[src/rtl/core/jac_pkg.sv]
package jac_pkg;

	localparam int AXIS_W = 16;
	localparam int RES_W  = AXIS_W + 1;
	localparam int BTN_W  = 8;
	localparam int CFG_W  = 32;
	localparam int IDX_W  = 3;

	// Divider sequencing: one quotient bit per step.
	localparam int DIV_STEPS = AXIS_W;
	localparam int DIV_CNT_W = $clog2(DIV_STEPS);

	// Configuration register indexes.
	localparam logic [IDX_W-1:0] REG_X_LIMITS   = 3'd0;
	localparam logic [IDX_W-1:0] REG_Y_LIMITS   = 3'd1;
	localparam logic [IDX_W-1:0] REG_X_CENTRE   = 3'd2;
	localparam logic [IDX_W-1:0] REG_Y_CENTRE   = 3'd3;
	localparam logic [IDX_W-1:0] REG_X_SCALES   = 3'd4;
	localparam logic [IDX_W-1:0] REG_Y_SCALES   = 3'd5;
	localparam logic [IDX_W-1:0] REG_DEAD_ZONES = 3'd6;
	localparam logic [IDX_W-1:0] REG_FAILURE    = 3'd7;

	// Reset values.
	localparam logic [CFG_W-1:0]  RST_LIMITS  = 32'hFFFF_0000;
	localparam logic [AXIS_W-1:0] RST_CENTRE  = 16'h8000;
	localparam logic [CFG_W-1:0]  RST_SCALES  = 32'h0001_0001;
	localparam logic [CFG_W-1:0]  RST_DEAD    = 32'h0000_0000;
	localparam logic [AXIS_W-1:0] RST_FAILURE = 16'hFFFF;

	typedef logic [AXIS_W-1:0] axis_t;
	typedef logic signed [RES_W-1:0] res_t;

endpackage

[src/rtl/core/jac_div.sv]
module jac_div (
	input  logic          clk,
	input  logic          arst_n,
	input  logic          start,
	input  jac_pkg::axis_t dividend,
	input  jac_pkg::axis_t divisor,
	output logic          done,
	output jac_pkg::axis_t quotient
);
	import jac_pkg::*;

	logic                 busy_q;
	logic                 done_q;
	logic [DIV_CNT_W-1:0] cnt_q;
	axis_t                q_q;
	axis_t                r_q;
	axis_t                d_q;

	logic [AXIS_W:0] rem_shift;
	logic            fits;
	logic [AXIS_W:0] rem_sub;

	// Restoring division: the dividend shifts out of q_q one bit per cycle while
	// the quotient bits shift in behind it.
	always_comb begin
		rem_shift = {r_q, q_q[AXIS_W-1]};
		fits      = rem_shift >= {1'b0, d_q};
		rem_sub   = rem_shift - {1'b0, d_q};
	end

	always_ff @(posedge clk or negedge arst_n) begin
		if (!arst_n) begin
			busy_q <= 1'b0;
			done_q <= 1'b0;
			cnt_q  <= '0;
		end else begin
			done_q <= 1'b0;
			if (start) begin
				busy_q <= 1'b1;
				cnt_q  <= '0;
			end else if (busy_q) begin
				cnt_q <= cnt_q + 1'b1;
				if (cnt_q == DIV_CNT_W'(DIV_STEPS - 1)) begin
					busy_q <= 1'b0;
					done_q <= 1'b1;
				end
			end
		end
	end

	always_ff @(posedge clk) begin
		if (start) begin
			q_q <= dividend;
			r_q <= '0;
			d_q <= divisor;
		end else if (busy_q) begin
			q_q <= {q_q[AXIS_W-2:0], fits};
			r_q <= fits ? rem_sub[AXIS_W-1:0] : rem_shift[AXIS_W-1:0];
		end
	end

	assign done     = done_q;
	assign quotient = q_q;

endmodule

[src/rtl/core/joystick_axis_calibrator_core.sv]
// Calibrates one raw two-axis joystick sample per transaction into signed
// axis values with dead zone, plus the buttons and a valid flag. A read error
// or a raw axis equal to failure_value makes the device inactive until reset;
// that sample and all later ones give zeros with valid_res clear. An active
// sample is worked one axis at a time: ST_PREP picks the operands and starts
// the divider if one is needed, ST_WAIT takes the quotient into the axis
// result register, and after the second axis ST_DONE moves the result to the
// output register. Both axes share one radix-2 divider that produces a
// quotient bit per cycle. An axis at the centre or on a zero-scale side skips
// the divider. An inactive sample goes from ST_IDLE straight to ST_DONE. A
// result waits in ST_DONE while the output register holds a stalled result.
// One sample is processed at a time; the next one is accepted as soon as the
// previous result has moved to the output register.
// Configuration writes are always accepted (cfg_ready is tied high) and must
// only be issued while no sample is in flight.
module joystick_axis_calibrator_core (
	input  logic                          clk,
	input  logic                          arst_n,
	input  logic                          sample_valid,
	output logic                          sample_stall,
	input  logic [jac_pkg::AXIS_W-1:0]    raw_x,
	input  logic [jac_pkg::AXIS_W-1:0]    raw_y,
	input  logic [jac_pkg::BTN_W-1:0]     raw_buttons,
	input  logic                          read_error,
	output logic                          result_valid,
	input  logic                          result_stall,
	output logic signed [jac_pkg::RES_W-1:0] axis_x,
	output logic signed [jac_pkg::RES_W-1:0] axis_y,
	output logic [jac_pkg::BTN_W-1:0]     buttons,
	output logic                          valid_res,
	input  logic                          cfg_valid,
	output logic                          cfg_ready,
	input  logic [jac_pkg::IDX_W-1:0]     cfg_index,
	input  logic [jac_pkg::CFG_W-1:0]     cfg_data
);
	import jac_pkg::*;

	localparam logic [1:0] ST_IDLE = 2'd0;
	localparam logic [1:0] ST_PREP = 2'd1;
	localparam logic [1:0] ST_WAIT = 2'd2;
	localparam logic [1:0] ST_DONE = 2'd3;

	// Configuration registers.
	logic [CFG_W-1:0] x_limits_q;
	logic [CFG_W-1:0] y_limits_q;
	axis_t            x_centre_q;
	axis_t            y_centre_q;
	logic [CFG_W-1:0] x_scales_q;
	logic [CFG_W-1:0] y_scales_q;
	logic [CFG_W-1:0] dead_zones_q;
	axis_t            failure_q;

	logic       device_active_q;
	logic [1:0] state_q;
	logic       axis_sel_q;
	logic       live_q;
	axis_t      raw_x_q;
	axis_t      raw_y_q;
	logic [BTN_W-1:0] btn_q;
	res_t       ax_q;
	res_t       ay_q;

	logic             out_valid_q;
	res_t             out_x_q;
	res_t             out_y_q;
	logic [BTN_W-1:0] out_btn_q;
	logic             out_vres_q;

	logic sample_take;
	logic sample_fail;
	logic out_free;

	logic [CFG_W-1:0] lim;
	logic [CFG_W-1:0] scl;
	axis_t            centre;
	axis_t            dz;
	axis_t            raw_v;
	axis_t            clamped;
	axis_t            lo_div;
	axis_t            hi_div;
	logic             low_side;
	logic             use_low;
	logic             use_high;
	axis_t            offset;
	axis_t            divisor;
	res_t             axis_res;

	logic  div_start;
	logic  div_done;
	axis_t quot;

	assign cfg_ready    = 1'b1;
	assign sample_stall = state_q != ST_IDLE;
	assign sample_take  = sample_valid && !sample_stall;
	assign sample_fail  = read_error || raw_x == failure_q || raw_y == failure_q;
	assign out_free     = !out_valid_q || !result_stall;

	// Operand selection and clamping for the working axis. The raw sample holds
	// still while the divider runs; the user must keep the configuration still, the block does not.
	always_comb begin
		lim     = axis_sel_q ? y_limits_q : x_limits_q;
		scl     = axis_sel_q ? y_scales_q : x_scales_q;
		centre  = axis_sel_q ? y_centre_q : x_centre_q;
		dz      = axis_sel_q ? dead_zones_q[CFG_W-1:AXIS_W] : dead_zones_q[AXIS_W-1:0];
		raw_v   = axis_sel_q ? raw_y_q : raw_x_q;
		clamped = raw_v;
		if (clamped < lim[AXIS_W-1:0]) begin
			clamped = lim[AXIS_W-1:0];
		end
		if (clamped > lim[CFG_W-1:AXIS_W]) begin
			clamped = lim[CFG_W-1:AXIS_W];
		end
		lo_div   = scl[AXIS_W-1:0];
		hi_div   = scl[CFG_W-1:AXIS_W];
		low_side = clamped < centre;
		use_low  = low_side && lo_div != '0;
		use_high = clamped > centre && hi_div != '0;
		offset   = low_side ? centre - clamped : clamped - centre;
		divisor  = low_side ? lo_div : hi_div;
		if (quot > dz) begin
			axis_res = low_side ? RES_W'(0) - res_t'({1'b0, quot}) : res_t'({1'b0, quot});
		end else begin
			axis_res = '0;
		end
	end

	assign div_start = state_q == ST_PREP && (use_low || use_high);

	jac_div u_div (
		.clk      (clk),
		.arst_n   (arst_n),
		.start    (div_start),
		.dividend (offset),
		.divisor  (divisor),
		.done     (div_done),
		.quotient (quot)
	);

	always_ff @(posedge clk or negedge arst_n) begin
		if (!arst_n) begin
			x_limits_q   <= RST_LIMITS;
			y_limits_q   <= RST_LIMITS;
			x_centre_q   <= RST_CENTRE;
			y_centre_q   <= RST_CENTRE;
			x_scales_q   <= RST_SCALES;
			y_scales_q   <= RST_SCALES;
			dead_zones_q <= RST_DEAD;
			failure_q    <= RST_FAILURE;
		end else if (cfg_valid && cfg_ready) begin
			unique case (cfg_index)
				REG_X_LIMITS:   x_limits_q   <= cfg_data;
				REG_Y_LIMITS:   y_limits_q   <= cfg_data;
				REG_X_CENTRE:   x_centre_q   <= cfg_data[AXIS_W-1:0];
				REG_Y_CENTRE:   y_centre_q   <= cfg_data[AXIS_W-1:0];
				REG_X_SCALES:   x_scales_q   <= cfg_data;
				REG_Y_SCALES:   y_scales_q   <= cfg_data;
				REG_DEAD_ZONES: dead_zones_q <= cfg_data;
				REG_FAILURE:    failure_q    <= cfg_data[AXIS_W-1:0];
				default: ;
			endcase
		end
	end

	always_ff @(posedge clk or negedge arst_n) begin
		if (!arst_n) begin
			state_q         <= ST_IDLE;
			device_active_q <= 1'b1;
			axis_sel_q      <= 1'b0;
			live_q          <= 1'b0;
			out_valid_q     <= 1'b0;
		end else begin
			// In ST_DONE the output register is reloaded below instead.
			if (out_valid_q && !result_stall && state_q != ST_DONE) begin
				out_valid_q <= 1'b0;
			end
			unique case (state_q)
				ST_IDLE: begin
					if (sample_take) begin
						live_q          <= device_active_q && !sample_fail;
						device_active_q <= device_active_q && !sample_fail;
						axis_sel_q      <= 1'b0;
						state_q         <= (device_active_q && !sample_fail) ? ST_PREP : ST_DONE;
					end
				end
				ST_PREP: begin
					if (use_low || use_high) begin
						state_q <= ST_WAIT;
					end else if (axis_sel_q) begin
						state_q <= ST_DONE;
					end else begin
						axis_sel_q <= 1'b1;
					end
				end
				ST_WAIT: begin
					if (div_done) begin
						if (axis_sel_q) begin
							state_q <= ST_DONE;
						end else begin
							axis_sel_q <= 1'b1;
							state_q    <= ST_PREP;
						end
					end
				end
				ST_DONE: begin
					if (out_free) begin
						out_valid_q <= 1'b1;
						state_q     <= ST_IDLE;
					end
				end
				default: state_q <= ST_IDLE;
			endcase
		end
	end

	always_ff @(posedge clk) begin
		if (sample_take) begin
			raw_x_q <= raw_x;
			raw_y_q <= raw_y;
			btn_q   <= raw_buttons;
		end
		if (state_q == ST_PREP && !(use_low || use_high)) begin
			if (axis_sel_q) begin
				ay_q <= '0;
			end else begin
				ax_q <= '0;
			end
		end
		if (state_q == ST_WAIT && div_done) begin
			if (axis_sel_q) begin
				ay_q <= axis_res;
			end else begin
				ax_q <= axis_res;
			end
		end
		if (state_q == ST_DONE && out_free) begin
			out_x_q    <= live_q ? ax_q : '0;
			out_y_q    <= live_q ? ay_q : '0;
			out_btn_q  <= live_q ? btn_q : '0;
			out_vres_q <= live_q;
		end
	end

	assign result_valid = out_valid_q;
	assign axis_x       = out_x_q;
	assign axis_y       = out_y_q;
	assign buttons      = out_btn_q;
	assign valid_res    = out_vres_q;

endmodule
[config.mk]
export PLATFORM = sky130hd
export DESIGN_NAME = joystick_axis_calibrator_core
export DESIGN_NICKNAME = d
export VERILOG_FILES = /design/src/rtl/core/jac_pkg.sv /design/src/rtl/core/jac_div.sv /design/src/rtl/core/joystick_axis_calibrator_core.sv
export SDC_FILE = /design/constraint.sdc
export NUM_CORES = 1
export LEC_CHECK = 0
export BUFFER_PORTS_ARGS = -buffer_cell sky130_fd_sc_hd__clkbuf_2
export CORE_ASPECT_RATIO = 2
export CORE_MARGIN = 5
export CORE_UTILIZATION = 45
export CTS_BUF_LIST = sky130_fd_sc_hd__clkbuf_4 sky130_fd_sc_hd__clkbuf_8
export DETAILED_ROUTE_END_ITERATION = 10
export HOLD_SLACK_MARGIN = 0.1
export PLACE_DENSITY_LB_ADDON = 0.3
export SLEW_MARGIN = 20
export SYNTH_ARGS = -nofsm -noshare
export SYNTH_HDL_FRONTEND = slang
export SYNTH_HIERARCHICAL = 1
export SYNTH_SLANG_ARGS = --single-unit
[constraint.sdc]
create_clock -name clk -period 25.2 [get_ports clk]
set_input_delay 2.52 -clock clk [delete_from_list [all_inputs] [get_ports clk]]
set_output_delay 2.52 -clock clk [all_outputs]
set_load 0.05 [all_outputs]
# After elaboration in Yosys (flattened, before gate mapping)
# Index checks and enable logic that the tools add are counted.
[totals] ff_bits=385 latchBits=0 ramBits=0 mem_bits_ro=0 memories=0
[op_classes] n_addsub=5 multipliers=0 div_mod_pow=0 magnitude_cmp=6 eq_ne=19 n_shift=0 n_mux=45 bitwise_logic=0 reduce_logical=37
[op_table] op="$mux 17" n=10
[op_table] op="$mux 16" n=10
[op_table] op="$mux 32" n=2
[op_table] op="$gt 16x16->1" n=3
[op_table] op="$sub 16x16->16" n=3
[op_table] op="$eq 16x16->1" n=2
[op_table] op="$lt 16x16->1" n=2
[op_table] op="$reduce_bool 16->1" n=2
[op_table] op="$reduce_and 2->1" n=9
[op_table] op="$ge 17x16->1" n=1
[op_table] op="$sub 1x16->17 const A" n=1
[op_table] op="$mux 2" n=7
[op_table] op="$eq 3x3->1 const B" n=4
[op_table] op="$mux 1" n=12
[op_table] op="$logic_and 1x1->1" n=10
[op_table] op="$mux 4" n=2
[op_table] op="$ne 2x2->1 const B" n=4
[op_table] op="$pmux 2 s4" n=1
[op_table] op="$reduce_and 4->1" n=2
[op_table] op="$eq 3x2->1 const B" n=2
[op_table] op="$logic_not 1->1" n=5
[op_table] op="$add 4x1->4 const B" n=1
[op_table] op="$eq 2x2->1 const B" n=2
[op_table] op="$eq 4x4->1 const B" n=1
[op_table] op="other kinds (10)" n=14

# Logic depth before layout (Yosys ltp)
# Gate-level depths: netlist of run 1.
[logic_depth] ltp_word=13 mapped_depth=35 mapped_depth_nobuf=31

# Cells and area by module
# Netlist of run 1, hierarchy kept.
[by_module_without_submodules] mod="joystick_axis_calibrator_core" n_inst=1 cells_each=1370 area_each_um2=17795.8 seq_area_each_um2=8937.3
[by_module_without_submodules] mod="jac_div" n_inst=1 cells_each=315 area_each_um2=3191.8 seq_area_each_um2=1431.4

# Worst setup path after synthesis of run 1
# No wires, ideal clock.
[synth_timing] path_type="register to register" startpoint="reg axis_sel_q" endpoint="reg u_div.q_q[10] (netlist: u_div/quotient[10]), data pin" t_arrival_ps=8205 setup_slack_ps=16735 stages_incl_launch_ff=31 path_buffers=6 period_less_slack_ps=8465 cell_sequence="dfrtp_1 > buf_2 > buf_1 > mux2i_1 > inv_1 > ha_1 > a211oi_1 > o21bai_1 > a21o_1 > a211oi_4 > buf_6 > mux2i_1 > ha_1 > a21o_1 > a21o_1 > a21oi_1 > o21ai_0 > a311o_1 > o211ai_1 > clkbuf_1 > mux2_2 > ha_1 > and2_4 > a221o_1 > o21a_4 > nor4_2 > a21oi_2 > nor2b_1 > clkbuf_1 > buf_1 > mux2_2"
[synth_between] elab_chain_len=10 elab_cells_between_ends=20
[synth_lines] item="from (decl)" line="joystick_axis_calibrator_core.sv:55" rtl="logic axis_sel_q;"
[synth_lines] item="from (signal assigned)" line="joystick_axis_calibrator_core.sv:168" rtl="axis_sel_q <= 1'b0;"
[synth_lines] item="from (signal assigned)" line="joystick_axis_calibrator_core.sv:181" rtl="axis_sel_q <= 1'b0;"
[synth_lines] item="from (signal assigned)" line="joystick_axis_calibrator_core.sv:191" rtl="axis_sel_q <= 1'b1;"
[synth_lines] item="$mux 16 or $mux 32 (tied branches)" line="joystick_axis_calibrator_core.sv:105, joystick_axis_calibrator_core.sv:101"
[synth_lines] item="$lt 16x16->1" line="joystick_axis_calibrator_core.sv:107" rtl="if (clamped < lim[AXIS_W-1:0]) begin"
[synth_lines] item="$mux 16" line="joystick_axis_calibrator_core.sv:107"
[synth_lines] item="$gt 16x16->1" line="joystick_axis_calibrator_core.sv:110" rtl="if (clamped > lim[CFG_W-1:AXIS_W]) begin"
[synth_lines] item="$mux 16" line="joystick_axis_calibrator_core.sv:110"
[synth_lines] item="$lt 16x16->1 or $gt 16x16->1 (tied branches)" line="joystick_axis_calibrator_core.sv:115, joystick_axis_calibrator_core.sv:117"
[synth_lines] item="$logic_and 1x1->1, on equally long branches" line="joystick_axis_calibrator_core.sv:116, joystick_axis_calibrator_core.sv:117"
[synth_lines] item="$logic_or 1x1->1 *" line="joystick_axis_calibrator_core.sv:127" rtl="assign div_start = state_q == ST_PREP && (use_low || use_high);"
[synth_lines] item="$logic_and 1x1->1 *" line="joystick_axis_calibrator_core.sv:127"
[synth_lines] item="via div_start" line="joystick_axis_calibrator_core.sv:88" rtl="logic div_start;"
[synth_lines] item="$mux 16 *" line="jac_div.sv:52" rtl="if (start) begin"
[synth_lines] item="to (signal assigned)" line="jac_div.sv:53" rtl="q_q <= dividend;"
[synth_lines] item="to (signal assigned)" line="jac_div.sv:57" rtl="q_q <= {q_q[AXIS_W-2:0], fits};"
[synth_lines] item="to (decl)" line="jac_div.sv:15" rtl="axis_t q_q;"
# Mark *: on every way through the listed nets, which the timed path passes. The rest lies on a longest branch.
# A chain may end at the register's enable or synchronous reset.

# Worst setup path in the final report of run 1
[layout_timing] startpoint="reg axis_sel_q" endpoint="reg u_div.q_q[6] (netlist: u_div/quotient[6]) (enable)"
[layout_between] elab_chain_len=10 elab_cells_between_ends=17
[layout_lines] item="$mux 16 or $mux 32 (tied branches)" line="joystick_axis_calibrator_core.sv:105, joystick_axis_calibrator_core.sv:101"
[layout_lines] item="$lt 16x16->1" line="joystick_axis_calibrator_core.sv:107"
[layout_lines] item="$mux 16" line="joystick_axis_calibrator_core.sv:107"
[layout_lines] item="$gt 16x16->1" line="joystick_axis_calibrator_core.sv:110"
[layout_lines] item="$mux 16" line="joystick_axis_calibrator_core.sv:110"
[layout_lines] item="$lt 16x16->1 or $gt 16x16->1 (tied branches)" line="joystick_axis_calibrator_core.sv:115, joystick_axis_calibrator_core.sv:117"
[layout_lines] item="$logic_and 1x1->1, on equally long branches" line="joystick_axis_calibrator_core.sv:116, joystick_axis_calibrator_core.sv:117"
[layout_lines] item="$logic_or 1x1->1 *" line="joystick_axis_calibrator_core.sv:127"
[layout_lines] item="$logic_and 1x1->1 *" line="joystick_axis_calibrator_core.sv:127"
[layout_lines] item="via div_start" line="joystick_axis_calibrator_core.sv:88"
[layout_lines] item="$reduce_bool 2->1 (no line) *"
# Marked as above.

==> results of run 1 <==
==> cells in the mapped netlist (8+ instances only) <==
cell type / n / area (µm²)
o21ai_0: 29 / 145
a31oi_1: 8 / 50.1
a22o_1: 28 / 245
a311oi_1: 11 / 96.3
a211oi_1: 10 / 75.1
xor2_1: 23 / 201
mux2_2: 264 / 2970
a21oi_1: 55 / 275
nor4_1: 25 / 156
ha_1: 102 / 1280
edfxtp_1: 149 / 4470
dfrtp_1: 165 / 4130
mux4_2: 17 / 383
buf_2: 17 / 85.1
a21o_1: 28 / 210
dfstp_2: 55 / 1450
o21ai_1: 10 / 50.1
nor2_1: 67 / 251
and3_1: 8 / 50.1
nor3_1: 13 / 65.1
clkbuf_1: 47 / 176
and2_1: 44 / 275
nand3_1: 22 / 110
xnor2_1: 47 / 412
buf_1: 9 / 33.8
mux2i_1: 98 / 981
dfxtp_1: 16 / 320
nand2_1: 61 / 229
inv_1: 85 / 319
nand4_1: 27 / 169
==> per-stage QoR <==
step,std cells,hold WS [ns]
2_1_floorplan,1685,0.436
5_1_grt,2478,0.500
4_1_cts,2476,0.488
3_5_place_dp,2370,0.479
3_3_place_gp,2370,0.458
6_report,2478,0.489
==> per-layer routing <==
metal	global-route usage [%]	up-vias	share of wire, %
li1	-	6466	-
met1	27.7	7025	42
met2	35.5	376	50
met3	2.83	79	4.7
met4	6.16	0	2.9
met5	0	-	0
==> critical path, delay by kind of cell (launching register included) <==
family	cells	cell delay, ns
compound gates	14	3.68
buf+inv	5	2.05
simple gates	3	1.26
mux	3	1.10
fa+ha+maj	3	0.95
flops	1	0.86
==> state kept, by name (all words and copies together) (netlist names), 2 cells and up, named ones only <==
name / flops
x_limits_q: 32
btn_q: 8
raw_x_q: 16
y_limits_q: 32
raw_y_q: 16
u_div/cnt_q: 4
failure_q: 16
u_div/d_q: 16
y_scales_q: 32
y_centre_q: 16
dead_zones_q: 32
buttons: 8
u_div/r_q: 16
axis_y: 17
x_centre_q: 16
state_q: 2
x_scales_q: 32
u_div/quotient: 16
axis_x: 17
==> path summary, 6_finish.rpt <==
kind	startpoint	endpoint	slack, ns	cells past startpoint
setup / recovery	axis_sel_q	u_div/quotient[6]	14.79	28
hold / removal	device_active_q	device_active_q	0.49	2
hold reg to reg	device_active_q	device_active_q	0.49	2
max in group asynchronous	arst_n	y_limits_q[6]	22.00	2
setup reg to reg	axis_sel_q	u_div/quotient[6]	14.79	28
min in group asynchronous	arst_n	axis_sel_q	1.93	1
==> logic make-up (layout without fill, tap and decap cells) <==
logic type               count (synthesis)  count (layout)  synth area share (%)
XOR/XNOR                                70              70                  2.92
AO/OA/AOI/OAI                          253             253                  8.75
buffers and inverters                  170             335                  3.48
adder cells (fa/ha/maj)                105             105                  6.37
flip-flops                             385             385                  49.4
multiplexers                           380             380                  20.7
other                                    1               2                0.0179
AND/OR/NAND/NOR                        321             321                  8.32
==> final cells by class <==
type                    count  area [µm²]  area share [%]
clock buffers              78         973            4.16
inverters                  85         319            1.36
well taps                 627         785            3.35
diodes                      1        2.50          0.0107
multi-input cells        1130        9960            42.6
flip-flops and latches    385       10400            44.4
repair buffers            144         785            3.35
clock inverters            28         191           0.819
==> impl_metrics.py, run 1 <==
metrics = {
    "synth": {
        "ys_seq_elements": 385,
        "syn-cell-area_um2": 21000,
        "async_flop_share_pct": 57.1,
        "syn_inst": 1685,
        "synth_warnings": 6,
        "synth_nets": 1871,
        "avgSynthCellArea_um2": 12.5,
        "synth_edf_count": 149,
        "synth_cell_type_count": 97,
        "synth_ff_type": "dfrtp_1",
        "ys_seq_area_share_pct": 49.4,
    },
    "timing": {
        "fin_worst_skew_ns": 0.0427,
        "slew_viol_final": 0,
        "final_hold_viol_count": 0,
        "max_freq_ghz": 0.0961,
        "period_minus_slack_ns": 10.41,
        "max_slew_margin_pct": 25.7,
        "setup_viol": 0,
        "postLayoutSetupSlackWorst_ns": 14.79,
        "fin_crit_sh_pct": 41.3,
        "tightest_slew_ns": 1.11,
        "fin_setup_tns_ns": 0,
        "grt_setup_unrepaired": "false",
    },
    "global_route": {
        "grt_usage_pct": 20.8,
        "grt_pass1_vias": 14139,
        "grt_pass1_wl_mm": 83.4,
        "antenna_found_initial": 2,
        "grt_max_degree": 98,
        "grt.overflow.total": 0,
    },
    "setup_path": {
        "worst-setup-path-type": "reg2reg",
        "cp_max_fo": 45,
        "crit_path_end_kind": "flop",
        "cpMaxStageDelayCell": "a211oi_4",
        "required_ns": 25.45,
        "cpPeakStageDelay_ns": 0.89,
        "critPathArrivalTime_ns": 10.66,
        "start_kind": "flop",
    },
    "clock_network": {
        "hold_buffers": 0,
        "numCtsBuffers": 56,
        "clk_pin_slew_ns": 0.07,
        "htreeDepth": 2,
        "cts.path.max_buffers": 3,
        "cts_root_buf": "clkbuf_8",
        "cts.repair_timing.setup_buffer_count": 0,
        "clock_latency_ns": 0.65,
        "cts_resized": 0,
        "cts_tree": "yes",
        "clkSinkCount": 385,
    },
    "place": {
        "dpl_cell_area_um2": 22200,
        "io_buffers": 125,
        "place_ws_ns": 14.81,
        "gp_congestion": 0.895,
        "dpl.hpwl_mm": 39.4,
    },
    "routing": {
        "num_vias": 13946,
        "wl_per_cell_um": 21.9,
        "ant_nets": 0,
        "finalWirelength_mm": 54.2,
        "firstDrtPassIters": 5,
        "via_per_inst": 5.63,
        "drt_iter0_markers": 953,
        "post-route-drc-count": 0,
    },
    "hold_path": {
        "min-delay-path-class": "reg2reg",
    },
    "floorplan": {
        "die_h_um": 315,
        "initial_core_util_pct": 45.2,
        "ios": 127,
        "core-area_um2": 46400,
        "dieArea_um2": 51300,
        "fp.dieW_um": 163,
        "num_rows": 112,
    },
    "job": {
        "drv_cap": 0,
    },
    "finish": {
        "fin_util_pct": 50.4,
        "final_common_cell": "mux2_2",
        "final_area_um2": 23400,
        "fillers": 4114,
        "drive_gt1_share_pct": 33.6,
        "final_cell_mix": "264 x mux2_2, 163 x dfrtp_1, 149 x edfxtp_1",
        "fin_nets": 1988,
        "area_growth_pct": 11.4,
    },
    "status": {
        "status": "complete, no violations",
    },
}
Power of run 1 is left out: the tool's default activity adds up to more than one toggle a clock period on the data nets, which glitch-free logic cannot reach.
==> run 2, diff against run 1 <==
clock period = 10.2 ns   (was 25.2 ns; I/O delays follow)
==> impl_metrics.py, run 2 (synthesized netlist as in run 1, its figures left out) <==
metrics = {
    "routing": {
        "finalWirelength_mm": 54.7,
        "drt_iter0_markers": 1001,
        "via_per_inst": 5.62,
        "post-route-drc-count": 0,
        "firstDrtPassIters": 5,
        "ant_nets": 0,
        "num_vias": 13953,
        "wl_per_cell_um": 22.0,
    },
    "clock_network": {
        "cts_tree": "yes",
        "cts_root_buf": "clkbuf_8",
        "clk_pin_slew_ns": 0.07,
        "htreeDepth": 2,
        "numCtsBuffers": 56,
        "clock_latency_ns": 0.63,
        "cts.repair_timing.setup_buffer_count": 0,
        "hold_buffers": 0,
        "cts.path.max_buffers": 3,
        "cts_resized": 0,
        "clkSinkCount": 385,
    },
    "setup_path": {
        "reg2reg_from": "axis_sel_q",
        "cpMaxStageDelayCell": "dfrtp_4",
        "crit_top_cell": "ha_1",
        "cpPeakStageDelay_ns": 0.95,
        "crit_start": "axis_sel_q",
        "start_kind": "flop",
        "critPathArrivalTime_ns": 9.50,
        "crit_path_end_kind": "flop",
        "required_ns": 10.44,
        "cp_max_fo": 48,
        "worst-setup-path-type": "reg2reg",
    },
    "floorplan": {
        "fp.dieW_um": 163,
        "ios": 127,
        "num_rows": 112,
        "core-area_um2": 46400,
        "die_h_um": 315,
        "dieArea_um2": 51300,
        "initial_core_util_pct": 45.2,
    },
    "finish": {
        "area_growth_pct": 12.1,
        "fin_nets": 1992,
        "final_common_cell": "mux2_2",
        "fillers": 4137,
        "final_cell_mix": "264 x mux2_2, 163 x dfrtp_1, 149 x edfxtp_1",
        "drive_gt1_share_pct": 33.9,
    },
    "place": {
        "gp_congestion": 0.903,
        "dpl.hpwl_mm": 39.8,
        "place_ws_ns": 1.05,
        "io_buffers": 125,
    },
    "timing": {
        "period_minus_slack_ns": 9.27,
        "setup_viol": 0,
        "fin_setup_tns_ns": 0,
        "fin_crit_sh_pct": 90.8,
        "max_slew_margin_pct": 27.9,
        "grt_setup_unrepaired": "false",
        "slew_viol_final": 0,
        "postLayoutSetupSlackWorst_ns": 0.934,
        "tightest_slew_ns": 1.08,
        "fin_worst_skew_ns": 0.0399,
        "final_hold_viol_count": 0,
        "max_freq_ghz": 0.108,
    },
    "status": {
        "status": "complete, no violations",
    },
    "hold_path": {
        "min-delay-path-class": "in2async",
    },
    "global_route": {
        "grt_max_degree": 77,
        "grt_usage_pct": 20.9,
        "grt_pass1_vias": 14018,
        "antenna_found_initial": 2,
        "grt_pass1_wl_mm": 83.8,
        "grt.overflow.total": 0,
    },
    "job": {
        "drv_cap": 0,
    },
}
[run 2: cell count changes in the layout (fill, tap and decap cells not counted), moves of 4 or more]
cell      previous run  this run
buf_4               17        21
clkbuf_4            16        24
clkbuf_8            63        70
clkinv_1             9         4
clkinv_2            12         4
[run 2: through the flow]
stage | hold WS, ns | area [µm²] | instances | util, %
global placement | 0.458 | 22200 | 2373 | 47.9
finish | 0.427 | 23500 | 2482 | 50.7
floorplan | 0.436 | 21000 | 1685 | -
detailed placement | 0.460 | 22200 | 2373 | 47.9
CTS | 0.403 | 23500 | 2479 | 50.6
global route | 0.449 | 23500 | 2482 | 50.7
[run 2: cell type report]
cell class | count | area (µm²) | area share (%)
Antenna cell | 1 | 2.50 | 0.0106
Clock buffer | 93 | 1130 | 4.80
Clock inverter | 13 | 148 | 0.627
Inverter | 85 | 319 | 1.36
Multi-Input combinational cell | 1130 | 9940 | 42.3
Sequential cell | 385 | 10400 | 44.1
Tap cell | 627 | 785 | 3.33
Timing Repair Buffer | 148 | 831 | 3.53
[run 2: path summary, 6_finish.rpt]
check / cells past startpoint / endpoint / slack, ns
max in group asynchronous: 2 / axis_sel_q / 8.31
min in group clk: 2 / device_active_q / 0.47
worst max register to register: 28 / u_div/quotient[7] / 0.93
worst min-delay path: 1 / x_scales_q[2] / 0.43
worst min register to register: 2 / device_active_q / 0.47
worst max-delay path: 28 / u_div/quotient[7] / 0.93
[run 2: routing by layer]
layer | GRT usage, % | wire [µm] | part of all wire (%) | vias up
met5 | 0 | 0 | 0 | -
met4 | 6.24 | 1620 | 3.0 | 0
met3 | 3.29 | 2880 | 5.3 | 86
met1 | 27.7 | 22800 | 42 | 6970
li1 | - | - | - | 6493
met2 | 35.6 | 27400 | 50 | 404
[run 2: critical path, delay by kind of cell (launching register included)]
family	cells	cell delay, ns
fa+ha+maj	3	1.07
compound gates	13	2.67
simple gates	5	1.88
mux	3	1.08
buf+inv	4	1.14
flops	1	0.95
Power of run 2 is left out for the same reason.
